[src/rtl/wbss_pkg.sv]
// Shared types and constants for the wildcard byte signature scan unit.
// No dependencies.
package wbss_pkg;

    localparam int PAT_BYTES  = 16;
    localparam int LEN_W      = 5;
    localparam int CFG_IDX_W  = 3;
    localparam int CFG_DATA_W = 64;
    localparam int OFF_W      = 32;
    localparam int CODE_W     = 31;
    localparam int SIG_W      = 16;

    typedef logic [PAT_BYTES-1:0][7:0] t_pattern;
    typedef logic [1:0]                t_status;
    typedef logic [CFG_IDX_W-1:0]      t_cfg_idx;

    localparam t_cfg_idx CFG_PATTERN_LOW      = 3'd0;
    localparam t_cfg_idx CFG_PATTERN_HIGH     = 3'd1;
    localparam t_cfg_idx CFG_CARE_MASK        = 3'd2;
    localparam t_cfg_idx CFG_PATTERN_LENGTH   = 3'd3;
    localparam t_cfg_idx CFG_CODE_OFFSET      = 3'd4;
    localparam t_cfg_idx CFG_SIGNATURE_OFFSET = 3'd5;

    localparam t_status STATUS_EXPECTED  = 2'd0;
    localparam t_status STATUS_RELOCATED = 2'd1;
    localparam t_status STATUS_NOT_FOUND = 2'd2;

    localparam logic [OFF_W-1:0] NOT_FOUND_OFFSET = '1;

endpackage

[src/rtl/wbss_in_if.sv]
// Input channel of the scan unit: one image byte per transfer.
// Depends on nothing.
interface wbss_in_if;
    logic       valid;
    logic       ready;
    logic [7:0] image_byte;
    logic       last_byte;

    modport source (output valid, output image_byte, output last_byte, input ready);
    modport sink   (input valid, input image_byte, input last_byte, output ready);
endinterface

[src/rtl/wbss_out_if.sv]
// Result channel of the scan unit: one verdict per image.
// Depends on wbss_pkg.
interface wbss_out_if;
    logic                               valid;
    logic                               ready;
    wbss_pkg::t_status                  status;
    logic signed [wbss_pkg::OFF_W-1:0]  found_offset;

    modport source (output valid, output status, output found_offset, input ready);
    modport sink   (input valid, input status, input found_offset, output ready);
endinterface

[src/rtl/wildcard_byte_signature_scan_unit.sv]
// Wildcard byte signature scan unit, top level.
// Depends on wbss_pkg, wbss_in_if, wbss_out_if, wbss_window, wbss_match.
//
// Usage:
//   i_scan carries the image one byte per transfer, in address order; the
//   byte with last_byte set closes the image. o_verdict carries one result
//   per image: status (expected place, relocated, not found) and the
//   resulting code offset (-1 when not found).
//   The pattern, care mask, length and offsets are written through the
//   i_cfg_* port while no image is in flight.
// Timing:
//   One byte is taken every cycle, except that a last byte is held off while
//   a verdict waits untaken. Each byte is compared against the pattern in the
//   cycle of its transfer; the verdict is written to the output register on
//   the transfer of the last byte and sits there in the cycle after it.
// Reset and stall:
//   Reset clears the configuration registers, window, byte count, match flags
//   and output valid. While a verdict waits on o_verdict, i_scan keeps taking
//   bytes; only a new last byte is held off until the waiting verdict is taken.
module wildcard_byte_signature_scan_unit #(
    parameter int MAX_PATTERN    = 16,
    parameter int POSITION_WIDTH = 32
) (
    input  logic                            i_clk,
    input  logic                            i_rst_n,
    wbss_in_if.sink                         i_scan,
    wbss_out_if.source                      o_verdict,
    input  logic                            i_cfg_we,
    input  wbss_pkg::t_cfg_idx              i_cfg_index,
    input  logic [wbss_pkg::CFG_DATA_W-1:0] i_cfg_data
);

    localparam int CW    = POSITION_WIDTH + 1;
    localparam int LEN_W = wbss_pkg::LEN_W;
    localparam int OFF_W = wbss_pkg::OFF_W;

    logic [63:0]                   r_pattern_low;
    logic [63:0]                   r_pattern_high;
    logic [wbss_pkg::PAT_BYTES-1:0] r_care_mask;
    logic [LEN_W-1:0]              r_pattern_length;
    logic [wbss_pkg::CODE_W-1:0]   r_code_offset;
    logic [wbss_pkg::SIG_W-1:0]    r_signature_offset;

    logic [POSITION_WIDTH-1:0]     r_byte_count;
    logic [POSITION_WIDTH-1:0]     n_byte_count;
    logic                          r_expected_hit;
    logic                          n_expected_hit;
    logic                          r_first_seen;
    logic                          n_first_seen;
    logic [POSITION_WIDTH-1:0]     r_first_start;
    logic [POSITION_WIDTH-1:0]     n_first_start;

    logic                          r_out_valid;
    wbss_pkg::t_status             r_status;
    wbss_pkg::t_status             n_status;
    logic [OFF_W-1:0]              r_found_offset;
    logic [OFF_W-1:0]              n_found_offset;

    logic                          accept;
    logic                          last;
    logic [LEN_W-1:0]              len_used;
    logic [CW-1:0]                 count_inc;
    logic                          count_sat;
    logic                          test;
    logic [POSITION_WIDTH-1:0]     start;
    logic [OFF_W-1:0]              expected_pos;
    logic                          match;
    logic                          hit;
    logic [MAX_PATTERN-1:0][7:0]   shifted;

    // a verdict can only be dropped into the output register once it is free
    assign i_scan.ready = !r_out_valid || o_verdict.ready || !i_scan.last_byte;
    assign accept       = i_scan.valid && i_scan.ready;
    assign last         = i_scan.last_byte;

    always_ff @(posedge i_clk) begin
        if (!i_rst_n) begin
            r_pattern_low      <= '0;
            r_pattern_high     <= '0;
            r_care_mask        <= '0;
            r_pattern_length   <= '0;
            r_code_offset      <= '0;
            r_signature_offset <= '0;
        end else if (i_cfg_we) begin
            case (i_cfg_index)
                wbss_pkg::CFG_PATTERN_LOW: begin
                    r_pattern_low <= i_cfg_data;
                end
                wbss_pkg::CFG_PATTERN_HIGH: begin
                    r_pattern_high <= i_cfg_data;
                end
                wbss_pkg::CFG_CARE_MASK: begin
                    r_care_mask <= i_cfg_data[wbss_pkg::PAT_BYTES-1:0];
                end
                wbss_pkg::CFG_PATTERN_LENGTH: begin
                    r_pattern_length <= i_cfg_data[LEN_W-1:0];
                end
                wbss_pkg::CFG_CODE_OFFSET: begin
                    r_code_offset <= i_cfg_data[wbss_pkg::CODE_W-1:0];
                end
                wbss_pkg::CFG_SIGNATURE_OFFSET: begin
                    r_signature_offset <= i_cfg_data[wbss_pkg::SIG_W-1:0];
                end
                default: begin
                end
            endcase
        end
    end

    assign len_used = (r_pattern_length > LEN_W'(MAX_PATTERN)) ? LEN_W'(MAX_PATTERN)
                                                               : r_pattern_length;

    wbss_window #(
        .MAX_PATTERN (MAX_PATTERN)
    ) u_window (
        .i_clk     (i_clk),
        .i_rst_n   (i_rst_n),
        .i_shift   (accept),
        .i_clear   (last),
        .i_byte    (i_scan.image_byte),
        .o_shifted (shifted)
    );

    wbss_match #(
        .MAX_PATTERN (MAX_PATTERN)
    ) u_match (
        .i_window  (shifted),
        .i_pattern (wbss_pkg::t_pattern'({r_pattern_high, r_pattern_low})),
        .i_care    (r_care_mask),
        .i_len     (len_used),
        .o_match   (match)
    );

    assign count_inc    = {1'b0, r_byte_count} + CW'(1);
    assign count_sat    = &r_byte_count;
    assign test         = (len_used != '0) && !count_sat && (count_inc >= CW'(len_used));
    assign start        = POSITION_WIDTH'(count_inc - CW'(len_used));
    assign expected_pos = OFF_W'(r_code_offset) + OFF_W'(r_signature_offset);
    assign hit          = test && match;

    always_comb begin
        n_expected_hit = r_expected_hit || (hit && (OFF_W'(start) == expected_pos));
        n_first_seen   = r_first_seen || hit;
        n_first_start  = r_first_seen ? r_first_start : start;
        n_byte_count   = count_sat ? r_byte_count : POSITION_WIDTH'(count_inc);

        if (len_used == '0 || n_expected_hit) begin
            n_status       = wbss_pkg::STATUS_EXPECTED;
            n_found_offset = OFF_W'(r_code_offset);
        end else if (n_first_seen) begin
            n_status       = wbss_pkg::STATUS_RELOCATED;
            n_found_offset = OFF_W'(n_first_start) - OFF_W'(r_signature_offset);
        end else begin
            n_status       = wbss_pkg::STATUS_NOT_FOUND;
            n_found_offset = wbss_pkg::NOT_FOUND_OFFSET;
        end
    end

    always_ff @(posedge i_clk) begin
        if (!i_rst_n) begin
            r_byte_count   <= '0;
            r_expected_hit <= 1'b0;
            r_first_seen   <= 1'b0;
            r_first_start  <= '0;
        end else if (accept) begin
            if (last) begin
                r_byte_count   <= '0;
                r_expected_hit <= 1'b0;
                r_first_seen   <= 1'b0;
                r_first_start  <= '0;
            end else begin
                r_byte_count   <= n_byte_count;
                r_expected_hit <= n_expected_hit;
                r_first_seen   <= n_first_seen;
                r_first_start  <= n_first_start;
            end
        end
    end

    always_ff @(posedge i_clk) begin
        if (!i_rst_n) begin
            r_out_valid <= 1'b0;
        end else if (accept && last) begin
            r_out_valid <= 1'b1;
        end else if (o_verdict.ready) begin
            r_out_valid <= 1'b0;
        end
    end

    always_ff @(posedge i_clk) begin
        if (accept && last) begin
            r_status       <= n_status;
            r_found_offset <= n_found_offset;
        end
    end

    assign o_verdict.valid        = r_out_valid;
    assign o_verdict.status       = r_status;
    assign o_verdict.found_offset = r_found_offset;

endmodule

[src/rtl/wbss_window.sv]
// Byte window: holds the newest MAX_PATTERN image bytes, newest at the top index.
// Depends on nothing; cleared at the end of each image.
module wbss_window #(
    parameter int MAX_PATTERN = 16
) (
    input  logic                        i_clk,
    input  logic                        i_rst_n,
    input  logic                        i_shift,
    input  logic                        i_clear,
    input  logic [7:0]                  i_byte,
    output logic [MAX_PATTERN-1:0][7:0] o_shifted
);

    logic [MAX_PATTERN-1:0][7:0] r_window;
    logic [MAX_PATTERN-1:0][7:0] n_window;

    always_comb begin
        for (int k = 0; k < MAX_PATTERN - 1; k++) begin
            o_shifted[k] = r_window[k+1];
        end
        o_shifted[MAX_PATTERN-1] = i_byte;
    end

    always_comb begin
        n_window = r_window;
        if (i_shift) begin
            n_window = i_clear ? '0 : o_shifted;
        end
    end

    always_ff @(posedge i_clk) begin
        if (!i_rst_n) begin
            r_window <= '0;
        end else begin
            r_window <= n_window;
        end
    end

endmodule

[src/rtl/wbss_match.sv]
// Masked compare of the byte window against the pattern for the used length.
// Depends on wbss_pkg.
module wbss_match #(
    parameter int MAX_PATTERN = 16
) (
    input  logic [MAX_PATTERN-1:0][7:0]    i_window,
    input  wbss_pkg::t_pattern             i_pattern,
    input  logic [wbss_pkg::PAT_BYTES-1:0] i_care,
    input  logic [wbss_pkg::LEN_W-1:0]     i_len,
    output logic                           o_match
);

    localparam int IDX_W = (MAX_PATTERN > 1) ? $clog2(MAX_PATTERN) : 1;
    localparam int POS_W = wbss_pkg::LEN_W + 1;

    logic [MAX_PATTERN-1:0][POS_W-1:0] pos;
    logic [MAX_PATTERN-1:0]            hit;

    // pattern byte k lines up with window byte MAX_PATTERN - len + k
    always_comb begin
        for (int k = 0; k < MAX_PATTERN; k++) begin
            pos[k] = POS_W'(MAX_PATTERN) - {1'b0, i_len} + POS_W'(k);
            if (wbss_pkg::LEN_W'(k) < i_len) begin
                hit[k] = !i_care[k] || (i_window[pos[k][IDX_W-1:0]] == i_pattern[k]);
            end else begin
                hit[k] = 1'b1;
            end
        end
    end

    assign o_match = &hit;

endmodule
[src/flat_wrapper.sv]
// flat-port wrapper written by rule: the top's interface ports become plain ports
module wildcard_byte_signature_scan_unit_flat 
#(
    parameter int MAX_PATTERN    = 16,
    parameter int POSITION_WIDTH = 32
)
  (i_clk, i_rst_n, i_cfg_we, i_cfg_index, i_cfg_data, i_scan_valid, i_scan_image_byte, i_scan_last_byte, i_scan_ready, o_verdict_valid, o_verdict_status, o_verdict_found_offset, o_verdict_ready);
  wbss_in_if i_scan_i ();
  wbss_out_if o_verdict_i ();
  input  logic i_clk;
  input  logic i_rst_n;
  input  logic i_cfg_we;
  input  wbss_pkg::t_cfg_idx i_cfg_index;
  input  logic [wbss_pkg::CFG_DATA_W-1:0] i_cfg_data;
  input wire logic [$bits(i_scan_i.valid)-1:0] i_scan_valid;
  input wire logic [$bits(i_scan_i.image_byte)-1:0] i_scan_image_byte;
  input wire logic [$bits(i_scan_i.last_byte)-1:0] i_scan_last_byte;
  output wire logic [$bits(i_scan_i.ready)-1:0] i_scan_ready;
  output wire logic [$bits(o_verdict_i.valid)-1:0] o_verdict_valid;
  output wire logic [$bits(o_verdict_i.status)-1:0] o_verdict_status;
  output wire logic [$bits(o_verdict_i.found_offset)-1:0] o_verdict_found_offset;
  input wire logic [$bits(o_verdict_i.ready)-1:0] o_verdict_ready;
  assign i_scan_i.valid = i_scan_valid;
  assign i_scan_i.image_byte = i_scan_image_byte;
  assign i_scan_i.last_byte = i_scan_last_byte;
  assign i_scan_ready = i_scan_i.ready;
  assign o_verdict_valid = o_verdict_i.valid;
  assign o_verdict_status = o_verdict_i.status;
  assign o_verdict_found_offset = o_verdict_i.found_offset;
  assign o_verdict_i.ready = o_verdict_ready;
  wildcard_byte_signature_scan_unit #(.MAX_PATTERN(MAX_PATTERN), .POSITION_WIDTH(POSITION_WIDTH)) u_core (.i_clk(i_clk), .i_rst_n(i_rst_n), .i_scan(i_scan_i), .o_verdict(o_verdict_i), .i_cfg_we(i_cfg_we), .i_cfg_index(i_cfg_index), .i_cfg_data(i_cfg_data));
endmodule
[config.mk]
export PLATFORM = sky130hd
export DESIGN_NAME = wildcard_byte_signature_scan_unit_flat
export DESIGN_NICKNAME = d
export VERILOG_FILES = /design/src/rtl/wbss_pkg.sv /design/src/rtl/wbss_in_if.sv /design/src/rtl/wbss_out_if.sv /design/src/rtl/wildcard_byte_signature_scan_unit.sv /design/src/rtl/wbss_window.sv /design/src/rtl/wbss_match.sv /design/src/flat_wrapper.sv
export SDC_FILE = /design/constraint.sdc
export NUM_CORES = 1
export LEC_CHECK = 0
export BUFFER_PORTS_ARGS = -buffer_cell sky130_fd_sc_hd__buf_2
export CAP_MARGIN = 20
export CORE_MARGIN = 2
export CORE_UTILIZATION = 50
export CTS_CLUSTER_SIZE = 25
export DETAILED_ROUTE_END_ITERATION = 10
export GPL_TIMING_DRIVEN = 0
export PLACE_DENSITY = 0.69
export REMOVE_ABC_BUFFERS = 1
export SETUP_SLACK_MARGIN = 0.5
export SLEW_MARGIN = 0
export SYNTH_ARGS = -nofsm -noshare
export SYNTH_HDL_FRONTEND = slang
export SYNTH_HIERARCHICAL = 1
export SYNTH_SLANG_ARGS = --single-unit
[constraint.sdc]
create_clock -name i_clk -period 7.7 [get_ports i_clk]
set_input_delay 1.54 -clock i_clk [delete_from_list [all_inputs] [get_ports i_clk]]
set_output_delay 1.54 -clock i_clk [all_outputs]
set_load 0.03 [all_outputs]
; After elaboration in Yosys (flattened, before gate mapping)
; Index checks and enable logic that the tools add are counted.
[word_totals]
register_bits = 417
latchBits = 0
ram_bits = 0
rom_bits = 0
in_bits = 81
out_inout_bits = 36
elab_cells = 226
mem_count = 0
[classes]
add_sub_neg = 20
multipliers = 0
div = 0
order_cmp = 34
eq_ne = 23
shifts = 0
mux = 61
bitwise = 0
reduce_logical = 59
[ops]
columns = op, count
row1 = binary-select mux 8 bit (select 4 bit), 16
row2 = two-way mux 32 bit, 5
row3 = == test 8 bit, 16
row4 = two-way mux 128 bit, 1
row5 = two-way mux 8 bit, 16
row6 = "< comparator 4 x 5 -> 1 bit, second input constant", 16
row7 = "< comparator 4 x 5 -> 1 bit, first input constant", 8
row8 = "adder 32 x 1 -> 33 bit, second input constant", 1
row9 = >= comparator 33 x 5 -> 1 bit, 1
row10 = adder 31 x 16 -> 32 bit, 1
row11 = "adder 4 bit, second input constant", 8
row12 = == test 32 bit, 1
row13 = AND reduction 32 bit, 1
row14 = subtractor 32 x 16 -> 32 bit, 1
row15 = subtractor 32 x 5 -> 32 bit, 1
row16 = two-way mux 31 bit, 1
row17 = logical OR 1 bit, 21
row18 = "< comparator 3 x 5 -> 1 bit, first input constant", 4
row19 = two-way mux 1 bit, 20
row20 = zero test 1 bit, 19
row21 = "adder 4 x 3 -> 4 bit, second input constant", 4
row22 = AND reduction 16 bit, 1
row23 = AND reduction 2 bit, 7
row24 = "< comparator 1 x 5 -> 1 bit, first input constant", 2
row25 = other kinds (16), 25

; Longest topological paths before layout
; Gate-level depths: netlist of run 1.
[depth]
word_depth = 15
mapped_depth = 26
mapped_depth_nobuf = 21

; By module
; The synthesis of run 1 kept the hierarchy.
[by_module_without_submodules]
columns = mod, n_inst, cells_per_inst, area_per_inst_um2, seq_area_each_um2
row1 = wildcard_byte_signature_scan_unit, 1, 1996, 16664.7, 6286.0
row2 = wbss_match, 1, 878, 8032.7, 0.0
row3 = wbss_window, 1, 430, 4820.9, 2402.3

; Least setup slack after synthesis of run 1
; OpenSTA, ideal clock, no wires.
[synth_timing]
path_type = register to register
from = reg u_core.r_pattern_length[4]
to = reg u_core.r_found_offset[10], in the netlist u_core/o_verdict.found_offset[10], data pin
setup_time_ns = 0.260
arrival_ns = 5.840
required_ns = 7.440
setup_slack_ns = 1.600
path_stages_with_launch = 24
path_buffers = 6
period_less_slack_ns = 6.100
path_cell_list = dfxtp_1 -> nor2b_1 -> buf_2 -> buf_2 -> buf_2 -> inv_1 -> ha_1 -> buf_1 -> clkbuf_1 -> mux2_2 -> mux4_2 -> xnor2_1 -> nor2_1 -> nand4_1 -> a311oi_1 -> o211ai_1 -> nor4_2 -> o2111ai_1 -> a2111oi_0 -> and4_1 -> nand4_1 -> o21ai_4 -> buf_6 -> mux2_4
[synth_via]
elab_chain_len = 15
elab_cells_between_ends = 131
classes_between = add/sub: 18 / order compare: 18 / eq/ne: 17 / mux: 52 / reduce/logical: 26
[synth_lines]
columns = element, line
row1 = start: declaration, wildcard_byte_signature_scan_unit.sv:40  ; logic [LEN_W-1:0] r_pattern_length;
row2 = start signal: assignment, wildcard_byte_signature_scan_unit.sv:96  ; r_pattern_length <= i_cfg_data[LEN_W-1:0];
row3 = greater-than comparator 5 bit *, wildcard_byte_signature_scan_unit.sv:110  ; assign len_used = (r_pattern_length > LEN_W'(MAX_PATTERN)) ? LEN_W'(MAX_PATTERN)
row4 = two-way mux 5 bit *, wildcard_byte_signature_scan_unit.sv:110
row5 = named net u_core.len_used[0], wildcard_byte_signature_scan_unit.sv:61  ; logic [LEN_W-1:0] len_used;
row6 = subtractor 1 x 4 -> 4 bit, wbss_match.sv:22  ; pos[k] = POS_W'(MAX_PATTERN) - {1'b0, i_len} + POS_W'(k);
row7 = "adder 4 x 1 -> 4 bit, or another cell as far along", wbss_match.sv:22
row8 = binary-select mux 8 bit (select 4 bit), wbss_match.sv:24  ; hit[k] = !i_care[k] || (i_window[pos[k][IDX_W-1:0]] == i_pattern[k]);
row9 = two-way mux 8 bit (implied by the code), wbss_match.sv:24
row10 = == test 8 bit, wbss_match.sv:24
row11 = (+2 left out), -
row12 = AND reduction 16 bit *, wbss_match.sv:31  ; assign o_match = &hit;
row13 = named net u_core.match, wildcard_byte_signature_scan_unit.sv:67  ; logic match;
row14 = logical AND 1 bit *, wildcard_byte_signature_scan_unit.sv:139  ; assign hit = test && match;
row15 = logical AND 1 bit, wildcard_byte_signature_scan_unit.sv:142  ; n_expected_hit = r_expected_hit || (hit && (OFF_W'(start) == expected_pos));
row16 = logical OR 1 bit, wildcard_byte_signature_scan_unit.sv:142
row17 = logical OR 1 bit, wildcard_byte_signature_scan_unit.sv:147  ; if (len_used == '0 || n_expected_hit) begin
row18 = two-way mux 31 bit *, wildcard_byte_signature_scan_unit.sv:147
row19 = named net u_core.n_found_offset[10], wildcard_byte_signature_scan_unit.sv:57  ; logic [OFF_W-1:0] n_found_offset;
row20 = end signal: assignment, wildcard_byte_signature_scan_unit.sv:193  ; r_found_offset <= n_found_offset;
row21 = end: declaration, wildcard_byte_signature_scan_unit.sv:56  ; logic [OFF_W-1:0] r_found_offset;
; The timed path passes the listed nets; every way through them passes the cells marked *. The select of a mux whose other input is x is not followed.
; A chain may end at the register's enable or synchronous reset.

; Final worst setup path of run 1
[layout_timing]
from = reg u_core.r_pattern_length[4]
to = reg u_core.r_found_offset[0], in the netlist u_core/o_verdict.found_offset[0], data pin
; Same word-level chain as after synthesis.

==> impl_metrics.csv, run 1 <==
group,metric,value,unit
status,status,"finished clean",
drt,vias,26310,
synthesis,ys_top_cells_by_area,"dfxtp_1 (26%), mux2i_1 (7.2%), nand2_1 (7.1%)",
grt,use_met2,51.80,%
critical_path,path_cells,"inv_1 > nand2_1 > inv_1 > inv_1 > ha_4 > buf_16 > nor2_1 > a21oi_2 > xnor2_4 > buf_8 > mux2i_2 > xor2_1 > nand3_1 > nor4_4 > o22ai_1 > nor4_4 > o2111ai_4 > a2111oi_2 > and4_1 > nand4_1 > o21ai_4 > buf_16 > buf_16 > mux2_2",
drt,via_per_inst,6.370,
critical_path,worstReg2RegStart,"u_core/r_pattern_length[4]$_SDFFE_PN0P_",
drt,drt-initial-drc-count,2577,
critical_path,worstSetupPathType,"flip-flop to flip-flop",
grt,grt_util_all_layers,30.68,%
clock_tree,cts.sinks,417,
synthesis,synth_commonest_cells,"nand2_1 (559), dfxtp_1 (383), mux2i_1 (212)",
synthesis,syn_avg_cell_area,8.934,um2
cells_and_area,nets,3441,
synthesis,synth_edf_count,34,
cells_and_area,final_util,56.59,%
sta,finalHoldViolCount,0,
grt,antenna_found_initial,1,
critical_path,slowest_stage,"nor4_4",
clock_tree,clockBufferDepth,3,
sta,whs,469.3,ps
grt,grtUsageMet3,3.809,%
drt,antenna_left,0,
power,leakage,11.79,nW
die,die_area,61000,um2
synthesis,ys_ff_latch,417,
power,power.total,5.921,mW
cells_and_area,final_layout_size_suffix_gt1_share,17.48,%
sta,fin_tns_setup,0,ps
power,ir_drop,0.1926,mV
cells_and_area,instances_no_fill,4131,
clock_tree,cts_tree,"built",
drt,drc_errors,0,
critical_path,cpPeakStageDelay,500,ps
die,core_area,58690,um2
synthesis,synthAdderAreaFrac,1.899,%
grt,grt_pass1_vias,24910,
sta,worst_pin_slew,1132,ps
grt,grt_pass1_wl,145400,um
synthesis,synth_top_cell_area_share,25.97,%
grt,use_met1,38.13,%
die,num_rows,89,
hold_path,hold_path.class,"flip-flop to flip-flop",
drt,wl,96050,um
sta,fin_crit,7141,ps
drt,wl_per_cell,23.25,um
sta,rsz0062_at_grt,"false",
die,pin_count,117,
critical_path,cp_max_fo,31,
synthesis,synthSimpleGateAreaFrac,19.15,%
die,die_h,247.0,um
sta,finalSetupViolCount,0,
synthesis,synth.yosys.seq_area_share,29.43,%
cells_and_area,area_growth,12.51,%
synthesis,synth-xor-area-share,8.227,%
critical_path,start_kind,"flip-flop",
placement,place_congestion,0.9303,
synthesis,synth_warnings,6,
hold_path,hold_path_end,"u_core/r_care_mask[1]$_SDFFE_PN0P_",
sta,relSlewSlack,24.20,%
critical_path,worst_r2r_endpoint,"u_core/o_verdict.found_offset[0]$_DFFE_PP_",
power,p_per_area,178.3,nW/um2
placement,dp_hpwl,68930,um
sta,skew,21.28,ps
synthesis,ys_types,105,
hold_path,hold-path-cell-count,2,
synthesis,synth_flop_cell,"dfxtp_1",
sta,fmax,140.0,MHz
clock_tree,htree_levels,2,
critical_path,required,8070,ps
sta,drv_slew,0,
critical_path,reg2reg_depth,24,
critical_path,reg2reg_slack,560,ps
synthesis,postSynth.asyncResetShare,0,%
critical_path,endpoint_kind,"flip-flop",
grt,busiest_layer,"met2",
synthesis,synth_area_leader_cell,"dfxtp_1",
synthesis,synth-compound-area-share,18.47,%
synthesis,yosysMostFrequentCell,"nand2_1",
hold_path,min_from,"u_core/r_care_mask[1]$_SDFFE_PN0P_",
clock_tree,root_buffer,"clkbuf_16",
clock_tree,path_clk_slew,60,ps
synthesis,synthCells,3304,
clock_tree,clk_latency,630,ps
sta,fin_crit_sh,92.74,%
placement,port_buffers,116,
grt,overflow,0,
placement,dp_cells,3983,
synthesis,synth_mux_area_share,17.79,%
cells_and_area,diodes,0,
grt,grt_max_degree,158,
job,cap_violations,0,
die,die_w,247.0,um
critical_path,arrival,7510,ps
synthesis,synth_area,29520,um2
drt,drtPass1Iterations,6,
die,initial_utilization,50.30,%
synthesis,synth_top_family_by_area,"simple AND/OR/NAND/NOR gates",
clock_tree,numCtsBuffers,49,
-- worst max-delay path: cells and delay by family (launching register included) --
family | cells | cell delay (ps)
DFF | 1 | 420
adders and majority gates | 1 | 440
muxes | 2 | 790
xor gates and xnor gates | 2 | 570
and+or+nand+nor | 7 | 1910
AOI/OAI and AO/OA | 5 | 1240
buffers and inverters | 7 | 1460
-- through the flow --
stage	cell area [um2]	setup slack [ps]
CTS	32900	527.3
finish	33210	558.8
detailed placement	30720	-1380
floorplan	28240	-10090
global route	33210	457.1
global placement	29790	-16460
-- layout by cell type (no fill, tap or decap), types with 93 or more instances in the layout --
| cell type | instances |
|---|---|
| a32o_1 | 114 |
| buf_2 | 116 |
| a21boi_0 | 198 |
| xnor2_1 | 154 |
| dfxtp_1 | 381 |
| mux2_2 | 93 |
| mux2i_1 | 209 |
| nor2b_1 | 162 |
| nor2_1 | 100 |
| nand2_1 | 556 |
| o21ai_0 | 95 |
-- power by group --
part           switching, mW  total [mW]  internal (mW)
clock network           1.03        2.50           1.47
registers             0.0322        2.26           2.23
logic                  0.685        1.15          0.467
-- worst max path at each step --
| stage | from | endpoint | slack [ps] | cells after the start |
|---|---|---|---|---|
| floorplan | u_core/r_pattern_length[4]$_SDFFE_PN0P_ | u_core/o_verdict.found_offset[0]$_DFFE_PP_ | -10090 | 17 |
| global placement | u_core/r_pattern_length[4]$_SDFFE_PN0P_ | u_core/o_verdict.found_offset[0]$_DFFE_PP_ | -16460 | 17 |
| detailed placement | u_core/r_pattern_length[4]$_SDFFE_PN0P_ | u_core/o_verdict.found_offset[0]$_DFFE_PP_ | -1380 | 23 |
| CTS | u_core/r_pattern_length[4]$_SDFFE_PN0P_ | u_core/o_verdict.found_offset[0]$_DFFE_PP_ | 530 | 23 |
| global route | u_core/r_pattern_length[4]$_SDFFE_PN0P_ | u_core/o_verdict.found_offset[0]$_DFFE_PP_ | 460 | 24 |
| finish | u_core/r_pattern_length[4]$_SDFFE_PN0P_ | u_core/o_verdict.found_offset[0]$_DFFE_PP_ | 560 | 24 |
-- area by class of cell --
| class | instances | area [um2] |
|---|---|---|
| Fill cell | 5078 | 25470 |
| Multi-Input combinational cell | 2583 | 19780 |
| Inverter | 55 | 215.2 |
| Tap cell | 773 | 967.2 |
| Clock inverter | 26 | 347.8 |
| Timing Repair Buffer | 210 | 1836 |
| Sequential cell | 417 | 8693 |
| Clock buffer | 66 | 1373 |
| Timing Repair inverter | 1 | 5.005 |
-- metal layers --
layer	vias up	wire length (um)	part of all wire, %
met5	-	0	0
met4	0	5346	5.6
met3	267	6270	6.5
met2	1154	45920	48
met1	12880	38520	40
li1	12010	-	-
-- sequential cells by signal, indices dropped and copies added, names as in the netlist --
register	flops
u_core/r_first_start	32
u_core/r_first_seen	1
u_core/o_verdict.valid	1
u_core/r_signature_offset	16
u_core/o_verdict.found_offset	32
u_core/r_pattern_low	64
u_core/r_pattern_length	5
u_core/r_expected_hit	1
u_core/r_code_offset	31
u_core/r_care_mask	16
u_core/r_byte_count	32
u_core/o_verdict.status	2
u_core/u_window/o_shifted	120
u_core/r_pattern_high	64
-- kinds of logic (layout without fill, tap and decap cells) --
logic type | after synthesis | after routing
and+or+nand+nor | 1154 | 1154
AOI/OAI and AO/OA | 723 | 723
DFF | 417 | 417
muxes | 407 | 407
buffers and inverters | 306 | 358
xor gates and xnor gates | 254 | 256
adders and majority gates | 43 | 43
-- timing repair --
| action | CTS | global route |
|---|---|---|
| hold buffers | 0 | 0 |
| gates cloned | 3 | 1 |
| setup buffers | 24 | 27 |
| resized for setup | 25 | 16 |
| endpoints found under the setup margin | 35 | 34 |
| pin swaps | 5 | 7 |
| hold endpoints to repair | 0 | 0 |
No activity file was read; power rests on OpenSTA's default activity.
==> run 2: changes to the inputs <==
- MAX_ROUTING_LAYER: unset -> met4
==> impl_metrics.csv, run 2 (synthesized netlist as in run 1, its figures left out) <==
group,metric,value,unit
cells_and_area,layout_common_cells,"nand2_1 (555), dfxtp_1 (381), mux2i_1 (208)",
sta,fin_tns_setup,0,ps
clock_tree,path_clk_slew,70,ps
cells_and_area,fin_area,32920,um2
sta,finalHoldViolCount,0,
placement,dp_hpwl,68660,um
sta,fin_crit_sh,91.97,%
sta,relSlewSlack,26.25,%
placement,placed_area,30610,um2
die,initial_utilization,50.30,%
clock_tree,htree_levels,2,
drt,drt-initial-drc-count,2493,
die,core_area,58690,um2
critical_path,start_kind,"flip-flop",
drt,drtPass1Iterations,6,
drt,vias,25860,
critical_path,endpoint_kind,"flip-flop",
critical_path,cp_max_fo,19,
power,power_frac_seq,38.1,%
power,netSwitchingFraction,28.36,%
clock_tree,cts_hold_buf,0,
placement,port_buffers,116,
cells_and_area,area_growth,11.51,%
grt,overflow,0,
power,ir_drop,0.1629,mV
cells_and_area,final_util,56.09,%
critical_path,worstSetupPathType,"flip-flop to flip-flop",
power,leakage,11.66,nW
drt,antenna_left,0,
sta,finalSetupViolCount,0,
placement,dp_slack,-1513,ps
drt,drc_errors,0,
sta,drv_slew,0,
cells_and_area,final_layout_size_suffix_gt1_share,16.58,%
power,p_clk_share,43.2,%
clock_tree,clk_latency,620,ps
clock_tree,cts.sinks,417,
cells_and_area,nets,3411,
clock_tree,root_buffer,"clkbuf_16",
cells_and_area,nFillCells,5143,
drt,wl,95080,um
drt,via_per_inst,6.310,
status,status,"finished clean",
cells_and_area,final_common_cell,"nand2_1",
grt,grt_pass1_wl,143900,um
grt,grt_max_degree,186,
power,p_int,4.258,mW
die,die_area,61000,um2
power,p_per_area,180.6,nW/um2
sta,worst_pin_slew,1101,ps
power,p_switching,1.686,mW
clock_tree,clockBufferDepth,3,
drt,wl_per_cell,23.20,um
cells_and_area,largest_reg_flops,120,
sta,rsz0062_at_grt,"false",
die,num_rows,89,
placement,place_congestion,0.9782,
clock_tree,cts_tree,"built",
grt,grt_util_all_layers,31.19,%
power,comb_power_share,18.6,%
die,pin_count,117,
sta,fin_crit,7082,ps
grt,antenna_found_initial,2,
clock_tree,numCtsBuffers,49,
sta,whs,471.2,ps
sta,skew,24.11,ps
critical_path,arrival,7420,ps
critical_path,required,8040,ps
job,cap_violations,0,
hold_path,hold_path.class,"flip-flop to flip-flop",
die,die_w,247.0,um
sta,fmax,141.2,MHz
grt,grt_pass1_vias,24690,
die,die_h,247.0,um
sta,finalWorstSetupSlack,618.0,ps
-- run 2: cell count changes in the layout (fill, tap and decap cells not counted), moves of 3 or more --
cell / delta
clkbuf_1: -8
inv_16: -3
clkinv_1: +4
buf_4: -25
clkbuf_8: +6
clkinv_2: -3
o221ai_2: -3
clkinv_4: -3
o221ai_1: +3
buf_16: -4
-- run 2: power by group through the flow --
stage / logic, mW / registers, mW / clock network [mW]
after detailed placement: 1.05 / 2.31 / 0
after floorplan: 0.678 / 2.33 / 0
final: 1.11 / 2.26 / 2.57
after CTS: 1.07 / 2.26 / 2.61
after global routing: 1.18 / 2.27 / 2.69
after global placement: 1.01 / 2.31 / 0
-- run 2: path summary, 6_finish.rpt --
kind                                           start                                           to  slack (ps)  cells after the start
max          u_core/r_pattern_length[4]$_SDFFE_PN0P_  u_core/o_verdict.found_offset[30]$_DFFE_PP_         620                     20
min             u_core/r_first_start[1]$_SDFFE_PN0P_         u_core/r_first_start[1]$_SDFFE_PN0P_         470                      2
max reg2reg  u_core/r_pattern_length[4]$_SDFFE_PN0P_  u_core/o_verdict.found_offset[30]$_DFFE_PP_         620                     20
min reg2reg     u_core/r_first_start[1]$_SDFFE_PN0P_         u_core/r_first_start[1]$_SDFFE_PN0P_         470                      2
-- run 2: final cells by class --
| cell class | instances | area, um2 | share of cell area (%) |
|---|---|---|---|
| clock buffer | 65 | 1450 | 4.405 |
| antenna | 2 | 5.005 | 0.01520 |
| inverter | 55 | 215.2 | 0.6538 |
| timing repair buffer | 180 | 1531 | 4.653 |
| multi-input combinational | 2583 | 19710 | 59.88 |
| timing repair inverter | 1 | 5.005 | 0.01520 |
| sequential | 417 | 8693 | 26.41 |
| clock inverter | 23 | 339.1 | 1.030 |
| tap | 773 | 967.2 | 2.938 |
-- run 2: critical path, stage by stage, from the launching register on --
cell and delay (ps):
dfxtp_4 510, inv_1 180, nand2_1 280, clkinvlp_4 240, or3_1 580, nor2_1 180, a21oi_1 120, xnor2_4 410
mux2i_2 430, xor2_1 360, nand3_1 160, nor4_2 610, o22ai_1 240, nor4_4 480, o2111ai_4 250, a2111oi_1 290
and4_1 310, nand4_1 220, o21ai_4 280, buf_12 230, mux2_2 400
-- run 2: per-stage QoR --
step	total power, mW	std cells
finish	5.944	4099
global route	6.138	4099
CTS	5.949	4077
detailed placement	3.361	3979
global placement	3.324	3942
floorplan	3.003	3053
-- run 2: timing repair --
| action | in CTS | in global routing |
|---|---|---|
| resized for setup | 17 | 15 |
| pin swaps | 5 | 3 |
| endpoints found under the hold margin | 0 | 0 |
| gates cloned | 1 | 3 |
| setup endpoints to repair | 36 | 34 |
| buffers inserted | 9 | 14 |
-- run 2: routing by layer --
| metal | GRT usage [%] | routed length, um | vias up |
|---|---|---|---|
| li1 | - | - | 11950 |
| met1 | 37.74 | 38490 | 12570 |
| met2 | 50.67 | 44810 | 1050 |
| met3 | 3.614 | 5874 | 294 |
| met4 | 17.26 | 5901 | 0 |
| met5 | - | 0 | - |
